$ cat src/design/pwi_pkg.sv
`default_nettype none

package pwi_pkg;

  // Register indexes on the configuration port
  localparam int unsigned CFG_IDX_W = 3;
  localparam logic [CFG_IDX_W-1:0] REG_PROP_GAIN     = 3'd0;
  localparam logic [CFG_IDX_W-1:0] REG_INTEG_GAIN    = 3'd1;
  localparam logic [CFG_IDX_W-1:0] REG_DERIV_GAIN    = 3'd2;
  localparam logic [CFG_IDX_W-1:0] REG_INITIAL_ERROR = 3'd3;

  localparam int unsigned ERR_W   = 16;
  localparam int unsigned TICK_W  = 16;
  localparam int unsigned GAIN_W  = 16;
  localparam int unsigned DRIVE_W = 32;
  // Magnitude of kd*(e-P) fits in 32 bits; divider runs one bit per cycle
  localparam int unsigned DIV_W   = 32;
  localparam int unsigned DCNT_W  = 5;

  typedef struct packed {
    logic signed [ERR_W-1:0]  error_in;
    logic        [TICK_W-1:0] elapsed_ticks;
  } in_t;

  typedef struct packed {
    logic signed [DRIVE_W-1:0] drive;
    logic                      dt_zero;
  } out_t;

  typedef enum logic [2:0] {
    ST_IDLE,
    ST_MUL_P,
    ST_MUL_I,
    ST_MUL_D,
    ST_LOAD,
    ST_DIV,
    ST_SUM,
    ST_FIN
  } state_e;

endpackage

`default_nettype wire

$ cat src/design/pid_windowed_integral_top.sv
`default_nettype none

// Channel   Direction  Handshake                Payload
// in        input      in_valid_i / in_ready_o  in_data_i   (pwi_pkg::in_t)
// out       output     out_valid_o / out_ready_i out_data_o (pwi_pkg::out_t)
// cfg       input      cfg_we_i (no wait)       cfg_idx_i, cfg_wdata_i
//
// One item at a time: from accept the item passes the shared multiplier three
// times (P, I, D), then a load step, the one-bit-per-cycle restoring divider,
// a sum step and the final state; with zero elapsed_ticks the divider is skipped.
// The error ring lives in a RAM; the oldest entry is read at accept and the
// new one written back in the final cycle. Reset and a seed write need no
// clearing pass of the RAM. A result waiting on out_ready_i holds the final
// state; the next item is taken as soon as the result sits in the output register.

module pid_windowed_integral_top
  import pwi_pkg::*;
#(
  parameter int unsigned WINDOW_DEPTH = 16
) (
  input  wire logic                 clk_i,
  input  wire logic                 rst_ni,
  input  wire logic                 in_valid_i,
  output logic                      in_ready_o,
  input  wire in_t                  in_data_i,
  output logic                      out_valid_o,
  input  wire logic                 out_ready_i,
  output out_t                      out_data_o,
  input  wire logic                 cfg_we_i,
  input  wire logic [CFG_IDX_W-1:0] cfg_idx_i,
  input  wire logic [GAIN_W-1:0]    cfg_wdata_i
);

  localparam int unsigned PTR_W  = (WINDOW_DEPTH > 1) ? $clog2(WINDOW_DEPTH) : 1;
  localparam int unsigned FILL_W = $clog2(WINDOW_DEPTH + 1);
  localparam int unsigned SUM_W  = $clog2(WINDOW_DEPTH) + ERR_W + 1;
  localparam int unsigned OPA_W  = SUM_W + 1;
  localparam int unsigned PROD_W = OPA_W + GAIN_W;
  localparam int unsigned ACC_W  = PROD_W + 2;

  state_e state_q, state_d;

  logic signed [GAIN_W-1:0] kp_q, ki_q, kd_q, init_q;
  logic signed [ERR_W-1:0]  prev_q;
  logic signed [SUM_W-1:0]  sum_q;
  logic [FILL_W-1:0]        fill_q;
  logic [PTR_W-1:0]         wpos_q;
  logic                     seed_live_q;

  logic signed [ERR_W-1:0]  e_q;
  logic [TICK_W-1:0]        ticks_q;
  logic signed [PROD_W-1:0] prod_q;
  logic signed [ACC_W-1:0]  acc_q;
  logic [DIV_W-1:0]         n_q;
  logic [TICK_W-1:0]        rem_q;
  logic [DCNT_W-1:0]        cnt_q;
  logic                     neg_q;

  logic out_valid_q;
  out_t out_q;

  logic in_fire, fin_go, seed_wr;
  logic ram_re, ram_we;
  logic [ERR_W-1:0] ram_rdata;

  assign in_fire = in_valid_i && in_ready_o;
  assign fin_go  = (state_q == ST_FIN) && (!out_valid_q || out_ready_i);
  assign seed_wr = cfg_we_i && (cfg_idx_i == REG_INITIAL_ERROR);

  // ---------------------------------------------------------------- FSM
  always_comb begin
    state_d = state_q;
    unique case (state_q)
      ST_IDLE:  if (in_fire) state_d = ST_MUL_P;
      ST_MUL_P: state_d = ST_MUL_I;
      ST_MUL_I: state_d = ST_MUL_D;
      ST_MUL_D: state_d = ST_LOAD;
      ST_LOAD:  state_d = (ticks_q == '0) ? ST_SUM : ST_DIV;
      ST_DIV:   if (cnt_q == '0) state_d = ST_SUM;
      ST_SUM:   state_d = ST_FIN;
      ST_FIN:   if (fin_go) state_d = ST_IDLE;
      default:  state_d = ST_IDLE;
    endcase
  end

  always_comb begin
    in_ready_o = (state_q == ST_IDLE);
    ram_re     = in_fire;
    ram_we     = fin_go;
  end

  // ---------------------------------------------------------- multiplier
  logic signed [OPA_W-1:0]  mul_a;
  logic signed [GAIN_W-1:0] mul_b;
  logic signed [PROD_W-1:0] mul_p;

  always_comb begin
    case (state_q)
      ST_MUL_I: begin
        mul_a = OPA_W'(sum_q) + OPA_W'(e_q);
        mul_b = ki_q;
      end
      ST_MUL_D: begin
        mul_a = OPA_W'(e_q) - OPA_W'(prev_q);
        mul_b = kd_q;
      end
      default: begin
        mul_a = OPA_W'(e_q);
        mul_b = kp_q;
      end
    endcase
  end

  assign mul_p = PROD_W'(mul_a) * PROD_W'(mul_b);

  // ------------------------------------------------------------- divider
  logic signed [DIV_W-1:0] dprod;
  logic [DIV_W-1:0]        dmag;
  logic [TICK_W:0]         rem_sh;
  logic                    qbit;
  logic signed [ACC_W-1:0] dterm;

  assign dprod  = prod_q[DIV_W-1:0];
  assign dmag   = dprod[DIV_W-1] ? DIV_W'(-dprod) : DIV_W'(dprod);
  assign rem_sh = {rem_q, n_q[DIV_W-1]};
  assign qbit   = (rem_sh >= {1'b0, ticks_q});
  assign dterm  = (ticks_q == '0) ? '0 :
                  (neg_q ? -$signed(ACC_W'(n_q)) : $signed(ACC_W'(n_q)));

  // ---------------------------------------------------------- round, sat
  logic signed [ACC_W-1:0]   acc_sh;
  logic signed [DRIVE_W-1:0] drive_sat;

  assign acc_sh = acc_q >>> 8;

  always_comb begin
    if ((&acc_sh[ACC_W-1:DRIVE_W-1]) || !(|acc_sh[ACC_W-1:DRIVE_W-1])) begin
      drive_sat = acc_sh[DRIVE_W-1:0];
    end else if (acc_sh[ACC_W-1]) begin
      drive_sat = {1'b1, {(DRIVE_W-1){1'b0}}};
    end else begin
      drive_sat = {1'b0, {(DRIVE_W-1){1'b1}}};
    end
  end

  // -------------------------------------------------------- ring update
  logic                    full;
  logic signed [ERR_W-1:0] old_e;
  logic signed [SUM_W-1:0] sum_d;
  logic [PTR_W-1:0]        wpos_d;

  assign full   = (fill_q == FILL_W'(WINDOW_DEPTH));
  // Entry 0 holds the seed until the ring first overwrites it
  assign old_e  = (seed_live_q && wpos_q == '0) ? init_q : $signed(ram_rdata);
  assign sum_d  = sum_q + SUM_W'(e_q) - (full ? SUM_W'(old_e) : '0);
  assign wpos_d = (wpos_q == PTR_W'(WINDOW_DEPTH - 1)) ? '0 : wpos_q + PTR_W'(1);

  pwi_ram #(
    .WIDTH (ERR_W),
    .DEPTH (WINDOW_DEPTH)
  ) u_ring (
    .clk_i   (clk_i),
    .we_i    (ram_we),
    .waddr_i (wpos_q),
    .wdata_i (e_q),
    .re_i    (ram_re),
    .raddr_i (wpos_q),
    .rdata_o (ram_rdata)
  );

  // ----------------------------------------------- control and state regs
  always_ff @(posedge clk_i or negedge rst_ni) begin
    if (!rst_ni) begin
      state_q     <= ST_IDLE;
      kp_q        <= '0;
      ki_q        <= '0;
      kd_q        <= '0;
      init_q      <= '0;
      prev_q      <= '0;
      sum_q       <= '0;
      fill_q      <= FILL_W'(1);
      wpos_q      <= PTR_W'(1 % WINDOW_DEPTH);
      seed_live_q <= 1'b1;
      out_valid_q <= 1'b0;
    end else begin
      state_q <= state_d;
      if (cfg_we_i) begin
        unique case (cfg_idx_i)
          REG_PROP_GAIN:     kp_q   <= cfg_wdata_i;
          REG_INTEG_GAIN:    ki_q   <= cfg_wdata_i;
          REG_DERIV_GAIN:    kd_q   <= cfg_wdata_i;
          REG_INITIAL_ERROR: init_q <= cfg_wdata_i;
          default: ;
        endcase
      end
      if (seed_wr) begin
        prev_q      <= cfg_wdata_i;
        sum_q       <= SUM_W'($signed(cfg_wdata_i));
        fill_q      <= FILL_W'(1);
        wpos_q      <= PTR_W'(1 % WINDOW_DEPTH);
        seed_live_q <= 1'b1;
      end else if (fin_go) begin
        prev_q <= e_q;
        sum_q  <= sum_d;
        wpos_q <= wpos_d;
        if (!full) begin
          fill_q <= fill_q + FILL_W'(1);
        end
        if (wpos_q == '0) begin
          seed_live_q <= 1'b0;
        end
      end
      if (fin_go) begin
        out_valid_q <= 1'b1;
      end else if (out_ready_i) begin
        out_valid_q <= 1'b0;
      end
    end
  end

  // ----------------------------------------------------------- datapath
  always_ff @(posedge clk_i) begin
    if (in_fire) begin
      e_q     <= in_data_i.error_in;
      ticks_q <= in_data_i.elapsed_ticks;
    end
    case (state_q)
      ST_MUL_P: prod_q <= mul_p;
      ST_MUL_I: begin
        prod_q <= mul_p;
        acc_q  <= ACC_W'(prod_q);
      end
      ST_MUL_D: begin
        prod_q <= mul_p;
        acc_q  <= acc_q + ACC_W'(prod_q);
      end
      ST_LOAD: begin
        n_q   <= dmag;
        rem_q <= '0;
        neg_q <= dprod[DIV_W-1];
        cnt_q <= DCNT_W'(DIV_W - 1);
      end
      ST_DIV: begin
        n_q   <= {n_q[DIV_W-2:0], qbit};
        rem_q <= qbit ? TICK_W'(rem_sh - {1'b0, ticks_q}) : rem_sh[TICK_W-1:0];
        cnt_q <= cnt_q - DCNT_W'(1);
      end
      ST_SUM: acc_q <= acc_q + dterm;
      default: ;
    endcase
    if (fin_go) begin
      out_q.drive   <= drive_sat;
      out_q.dt_zero <= (ticks_q == '0);
    end
  end

  assign out_valid_o = out_valid_q;
  assign out_data_o  = out_q;

  // --------------------------------------------------------- assertions
  a_fill_range: assert property (@(posedge clk_i) disable iff (!rst_ni)
    (fill_q != '0) && (fill_q <= FILL_W'(WINDOW_DEPTH)))
    else $error("fill count out of range");

  a_div_nonzero: assert property (@(posedge clk_i) disable iff (!rst_ni)
    (state_q == ST_DIV) |-> (ticks_q != '0))
    else $error("divider running with zero ticks");

  a_busy_after_accept: assert property (@(posedge clk_i) disable iff (!rst_ni)
    in_fire |=> !in_ready_o)
    else $error("second beat taken while busy");

  a_result_lands: assert property (@(posedge clk_i) disable iff (!rst_ni)
    fin_go |=> out_valid_o && in_ready_o)
    else $error("finished result not presented");

endmodule

`default_nettype wire

$ cat src/design/pwi_ram.sv
`default_nettype none

module pwi_ram #(
  parameter int unsigned WIDTH = 16,
  parameter int unsigned DEPTH = 16,
  localparam int unsigned ADDR_W = (DEPTH > 1) ? $clog2(DEPTH) : 1
) (
  input  wire logic              clk_i,
  input  wire logic              we_i,
  input  wire logic [ADDR_W-1:0] waddr_i,
  input  wire logic [WIDTH-1:0]  wdata_i,
  input  wire logic              re_i,
  input  wire logic [ADDR_W-1:0] raddr_i,
  output logic      [WIDTH-1:0]  rdata_o
);

  logic [WIDTH-1:0] mem_q [DEPTH];
  logic [WIDTH-1:0] rdata_q;

  always_ff @(posedge clk_i) begin
    if (we_i) begin
      mem_q[waddr_i] <= wdata_i;
    end
    if (re_i) begin
      rdata_q <= mem_q[raddr_i];
    end
  end

  assign rdata_o = rdata_q;

endmodule

`default_nettype wire
$ cat config.mk
export PLATFORM = sky130hd
export DESIGN_NAME = pid_windowed_integral_top
export DESIGN_NICKNAME = d
export VERILOG_FILES = /design/src/design/pwi_pkg.sv /design/src/design/pid_windowed_integral_top.sv /design/src/design/pwi_ram.sv
export SDC_FILE = /design/constraint.sdc
export NUM_CORES = 2
export LEC_CHECK = 0
export BUFFER_PORTS_ARGS = -buffer_cell sky130_fd_sc_hd__clkbuf_2
export CAP_MARGIN = 10
export CORE_MARGIN = 5
export CORE_UTILIZATION = 55
export DETAILED_ROUTE_END_ITERATION = 7
export PLACE_DENSITY_LB_ADDON = 0.3
export SLEW_MARGIN = 20
export SYNTH_ARGS = -nofsm -noshare
export SYNTH_HDL_FRONTEND = slang
export SYNTH_SLANG_ARGS = --single-unit
$ cat constraint.sdc
create_clock -name clk_i -period 8.73 [get_ports clk_i]
set_input_delay 1.746 -clock clk_i [delete_from_list [all_inputs] [get_ports clk_i]]
set_output_delay 1.746 -clock clk_i [all_outputs]
set_load 0.02 [all_outputs]
## After elaboration in Yosys (flattened, before gate mapping)

Memory sizes are Yosys's and may differ from the RTL's. A register that Yosys moved wholly into a read port is not among the register bits.
Cells that the tools add are included.

| cells by class | value |
|---|---|
| add/sub/neg operators | 12 |
| $mul | 1 |
| $lt $le $gt $ge | 1 |
| eq/ne operators | 16 |
| muxes and demuxes | 34 |
| reductions and logical operators | 24 |

Operators by type and width:

| kind | count |
|---|---|
| $pmux 40 s3 | 1 |
| $mux 40 | 2 |
| $mux 16 | 4 |
| $pmux 16 s2 | 2 |
| $pmux 32 s2 | 1 |
| $mux 21 | 3 |
| $pmux 22 s2 | 1 |
| $add 40x38->40 | 1 |
| $add 40x40->40 | 1 |
| $neg 32->40 | 1 |
| $mul 22x16->38 | 1 |
| $mux 32 | 1 |
| $neg 32->32 | 1 |
| $pmux 3 s8 | 1 |
| $add 21x16->22 | 1 |
| $add 21x21->21 | 1 |
| $sub 21x21->21 | 1 |
| $ge 17x16->1 | 1 |
| $sub 16x16->17 | 1 |
| $logic_not 16->1 | 1 |
| $sub 16x16->16 | 1 |
| $mux 5 | 3 |
| $eq 3x2->1 const B | 4 |
| $eq 3x3->1 const B | 4 |
| other kinds (24) | 49 |

| storage, ports and cells | value |
|---|---|
| bits in registers | 312 |
| bits in writable memories | 256 |
| bits of input ports | 56 |
| output and inout port bits | 35 |
| memories kept | 1 |

Memories:

| name | depth | bits a word | rd ports | clocked after memory_dff | write ports | RTL line | source |
|---|---|---|---|---|---|---|---|
| u_ring.mem_q | 16 | 16 | 1 | 1 | 1 | pwi_ram.sv:17 | `logic [WIDTH-1:0] mem_q [DEPTH];` |

## Logic depth before layout (Yosys ltp)

| depth | value |
|---|---|
| depth in word-level cells | 7 |
| gate-level depth with buffers | 36 |

## Cells and area by module

Synthesis repeated with hierarchy kept, for this count alone.

| unflattened totals | value |
|---|---|
| cell total of the unflattened synthesis | 3973 |
| area, all modules | 42909.9 um2 |

By module, submodules not included:

| module | instances | cells each | area each (um2) | sequential area each (um2) |
|---|---|---|---|---|
| pid_windowed_integral_top | 1 | 3541 | 32707.6 | 8797.2 |
| pwi_ram | 1 | 432 | 10202.3 | 8167.8 |

## Least setup slack after synthesis

No wires, ideal clock.

| timing path | value |
|---|---|
| kind | register -> register |
| from | register e_q[0] |
| to | register prod_q[37], data pin |
| library setup time | 265 ps |
| arrival | 8358 ps |
| data required time | 8465 ps |
| path slack | 107 ps |
| stages on the path, launching flop included | 34 |
| period minus slack after synthesis | 8623 ps |
| path through | edfxtp_1 inv_1 ha_1 fa_1 nor2b_1 o21ai_1 a21boi_1 o2111ai_1 a21oi_1 o21a_1 o21ai_2 a211oi_1 clkbuf_1 buf_2 nor3_1 fa_1 inv_1 fa_1 fa_1 inv_1 fa_1 fa_1 inv_1 fa_1 inv_1 ha_1 clkbuf_1 or4_1 o311a_1 nand3b_1 a31oi_1 o21ai_0 a311oi_1 xnor2_1 |

| between the ends | value |
|---|---|
| longest elaborated chain between the ends | 3 |

Ends and longest elaborated chain:

| item | RTL line | source |
|---|---|---|
| from (decl) | pid_windowed_integral_top.sv:50 | `logic signed [ERR_W-1:0] e_q;` |
| from (signal assigned) | pid_windowed_integral_top.sv:224 | `e_q <= in_data_i.error_in;` |
| $add 21x16->22 or $sub 16x16->17 (tied branches) | pid_windowed_integral_top.sv:100, pid_windowed_integral_top.sv:104 |  |
| $pmux 22 s2 (*) | pid_windowed_integral_top.sv:98 | `case (state_q)` |
| $mul 22x16->38 (*) | pid_windowed_integral_top.sv:114 | `assign mul_p = PROD_W'(mul_a) * PROD_W'(mul_b);` |
| named net mul_p[37] | pid_windowed_integral_top.sv:95 | `logic signed [PROD_W-1:0] mul_p;` |
| to (signal assigned) | pid_windowed_integral_top.sv:228 | `ST_MUL_P: prod_q <= mul_p;` |
| to (signal assigned) | pid_windowed_integral_top.sv:230 | `prod_q <= mul_p;` |
| to (signal assigned) | pid_windowed_integral_top.sv:234 | `prod_q <= mul_p;` |
| to (decl) | pid_windowed_integral_top.sv:52 | `logic signed [PROD_W-1:0] prod_q;` |

The timed path passes the listed nets; every way through them passes the cells marked *.
A chain may end at the register's enable or synchronous reset.

## Final worst setup path

| timing path | value |
|---|---|
| from | register e_q[0] |
| to | register prod_q[36], data pin |

The elaborated chain is that of the path after synthesis.

==> impl_metrics.env <==
export IMPL_status="finished clean"
export IMPL_fin_area_sq_um=49000
export IMPL_finalHoldViolCount=0
export IMPL_synth_fp_nets=4699
export IMPL_cp_arrival_ns=8.93
export IMPL_diodes=0
export IMPL_slew_headroom_pct=26.0
export IMPL_crit_type="reg2reg"
export IMPL_max_cap_violations=0
export IMPL_startpoint_type="flip-flop"
export IMPL_timing_rr_start="e_q[0]"
export IMPL_multiInputGateArea_sq_um=24600
export IMPL_slew_viol_final=0
export IMPL_dp_hpwl_um=81600
export IMPL_io_pins=91
export IMPL_drive_above_1_share_pct=15.2
export IMPL_grt_pass1_wl_um=174000
export IMPL_gp_congestion=0.922
export IMPL_synth_area_leader_cell="edfxtp_1"
export IMPL_critPathMostFrequentCell="fa_1"
export IMPL_cts_tree="yes"
export IMPL_seq_area_frac_synth_pct=38.9
export IMPL_setup_viol=0
export IMPL_finClkSkew_ns=0.0824
export IMPL_final_seq_area_sq_um=17000
export IMPL_start_util_pct=55.3
export IMPL_die_x_um=291
export IMPL_period_share_pct=97.9
export IMPL_post_dp_cell_area_sq_um=46000
export IMPL_cp_max_fo=4
export IMPL_fp_dieH_um=291
export IMPL_fin_nets=4887
export IMPL_critPathRequiredTime_ns=9.11
export IMPL_n_fill_cell=6222
export IMPL_synth_distinct_cells=90
export IMPL_syn_area_sq_um=43600
export IMPL_worstHoldStart="acc_q[18]"
export IMPL_clk_pin_slew_ns=0.07
export IMPL_crit_start="e_q[0]"
export IMPL_cts_buffers=60
export IMPL_antenna_found_initial=1
export IMPL_synthArstFlopShare_pct=19.7
export IMPL_yosysWarnings=0
export IMPL_first_pass_iters=6
export IMPL_syn_mean_instance_area_sq_um=10.7
export IMPL_synth_area_leaders="edfxtp_1 32%, fa_1 17%, dfrtp_1 6.4%, ha_1 6.2%, inv_1 4.6%"
export IMPL_synthFlopType="edfxtp_1"
export IMPL_hp_class="reg2reg"
export IMPL_cp_end_kind="flip-flop"
export IMPL_htreeDepth=2
export IMPL_port_buffer_count=90
export IMPL_crit_path_max_incr_delay_ns=0.57
export IMPL_grt_util_all_layers_pct=25.9
export IMPL_grt_overflow_total=0
export IMPL_area_delta_synth_final_pct=12.4
export IMPL_min_period_ns=8.55
export IMPL_hold_buffers=0
export IMPL_ys_ff_latch=584
export IMPL_synth_edf_count=469
export IMPL_via_per_inst=5.85
export IMPL_rows=103
export IMPL_grt_pass1_vias=31100
export IMPL_vias=31300
export IMPL_grt_max_degree=70
export IMPL_rsz0062_at_grt="yes"
export IMPL_synth_commonest_cells="530 x inv_1, 477 x nand2_1, 469 x edfxtp_1"
export IMPL_clk_latency_ns=0.69
export IMPL_drtIter0Drc=2919
export IMPL_drc=0
export IMPL_tightest_slew_ns=1.11
export IMPL_clockBufferDepth=3
export IMPL_fmax_mhz=117
export IMPL_dieArea_sq_um=85000
export IMPL_yosysMostFrequentCell="inv_1"
export IMPL_core_sq_um=78700
export IMPL_synthCells=4057
export IMPL_ant_nets=0
export IMPL_synth_top_cell_area_share_pct=32.3
export IMPL_cts_root_buf="clkbuf_16"
export IMPL_wl_per_cell_um=20.9
export IMPL_cts_sinks=584
export IMPL_cp_slowest_cell="fa_1"
export IMPL_drt_total_wl_um=112000
-- worst max-delay path, delay by kind of cell (launching register included) --
family,cells,cell delay (ns)
multiplexers,1,0.32
XOR/XNOR,1,0.10
AO/OA/AOI/OAI,13,2.94
AND/OR/NAND/NOR,2,0.09
flip-flops,1,0.50
adder cells (fa/ha/maj),9,3.67
buffers and inverters,7,0.62
-- cell usage in the layout, fill, tap and decap left out, drive strengths merged, types with 102 or more instances in the layout --
master	instances
inv	534
nand2	478
edfxtp	469
fa	371
nor2	320
ha	215
o21ai	211
a21oi	195
buf	193
clkbuf	153
dfrtp	112
xor2	102
-- metrics by stage --
stage	setup WS, ns	std cells	setup TNS, ns	hold WS [ns]	util (%)
floorplan	0.107	4057	0	0.424	-
global placement	0.0714	5194	0	0.447	58.4
detailed placement	-0.126	5194	-0.403	0.445	58.4
CTS	0.0229	5303	0	0.460	61.2
global route	-0.147	5342	-0.529	0.473	62.2
finish	0.182	5342	0	0.460	62.2
-- state kept, by name, indices dropped and copies added, names as in the netlist, 3 cells and up --
signal          cells
init_q             16
e_q                16
state_q             3
prev_q             16
kp_q               16
rem_q              16
n_q                32
cnt_q               5
ticks_q            16
prod_q             38
acc_q              40
sum_q              21
wpos_q              4
fill_q              5
out_data_o         33
kd_q               16
u_ring.mem_q      256
u_ring.rdata_o     16
ki_q               16
-- kinds of logic after synthesis --
group,share of synthesized area (%)
compound gates,10.7
simple gates,11.4
buf+inv,5.95
xor+xnor,3.68
flops,38.9
fa+ha+maj,23.2
mux,6.11
-- final cells by class --
class	instances	share of cell area [%]
clock inverter	45	1.31
multi-input combinational	2785	50.2
inverter	532	4.08
tap	1050	2.68
sequential	584	34.6
clock buffer	64	3.10
timing repair buffer	282	4.00
-- metal layers --
metal	share of wire (%)	global-route usage, %	vias up
li1	-	-	14300
met1	42	36.5	15400
met2	46	41.1	1312
met3	8.7	5.04	251
met4	3.9	7.97	2
met5	0.017	0	-
-- final timing paths --
kind	to	slack, ns	depth (start not counted)
setup reg to reg	prod_q[36]	0.18	33
hold reg to reg	out_data_o[11]	0.46	0
max in group asynchronous	state_q[0]	6.18	2
hold / removal	out_data_o[11]	0.46	0
setup / recovery	prod_q[36]	0.18	33
min in group asynchronous	sum_q[8]	1.12	1
-- timing repair --
action,CTS,global route
cloned,0,2
gates resized for setup,3,108
endpoints found under the setup margin,8,17
buffers inserted,0,37
pin swaps,1,56
hold endpoints to repair,0,0
Power is not shown: default switching activity piles up to over one toggle a cycle in this logic, so the estimate is an artifact.
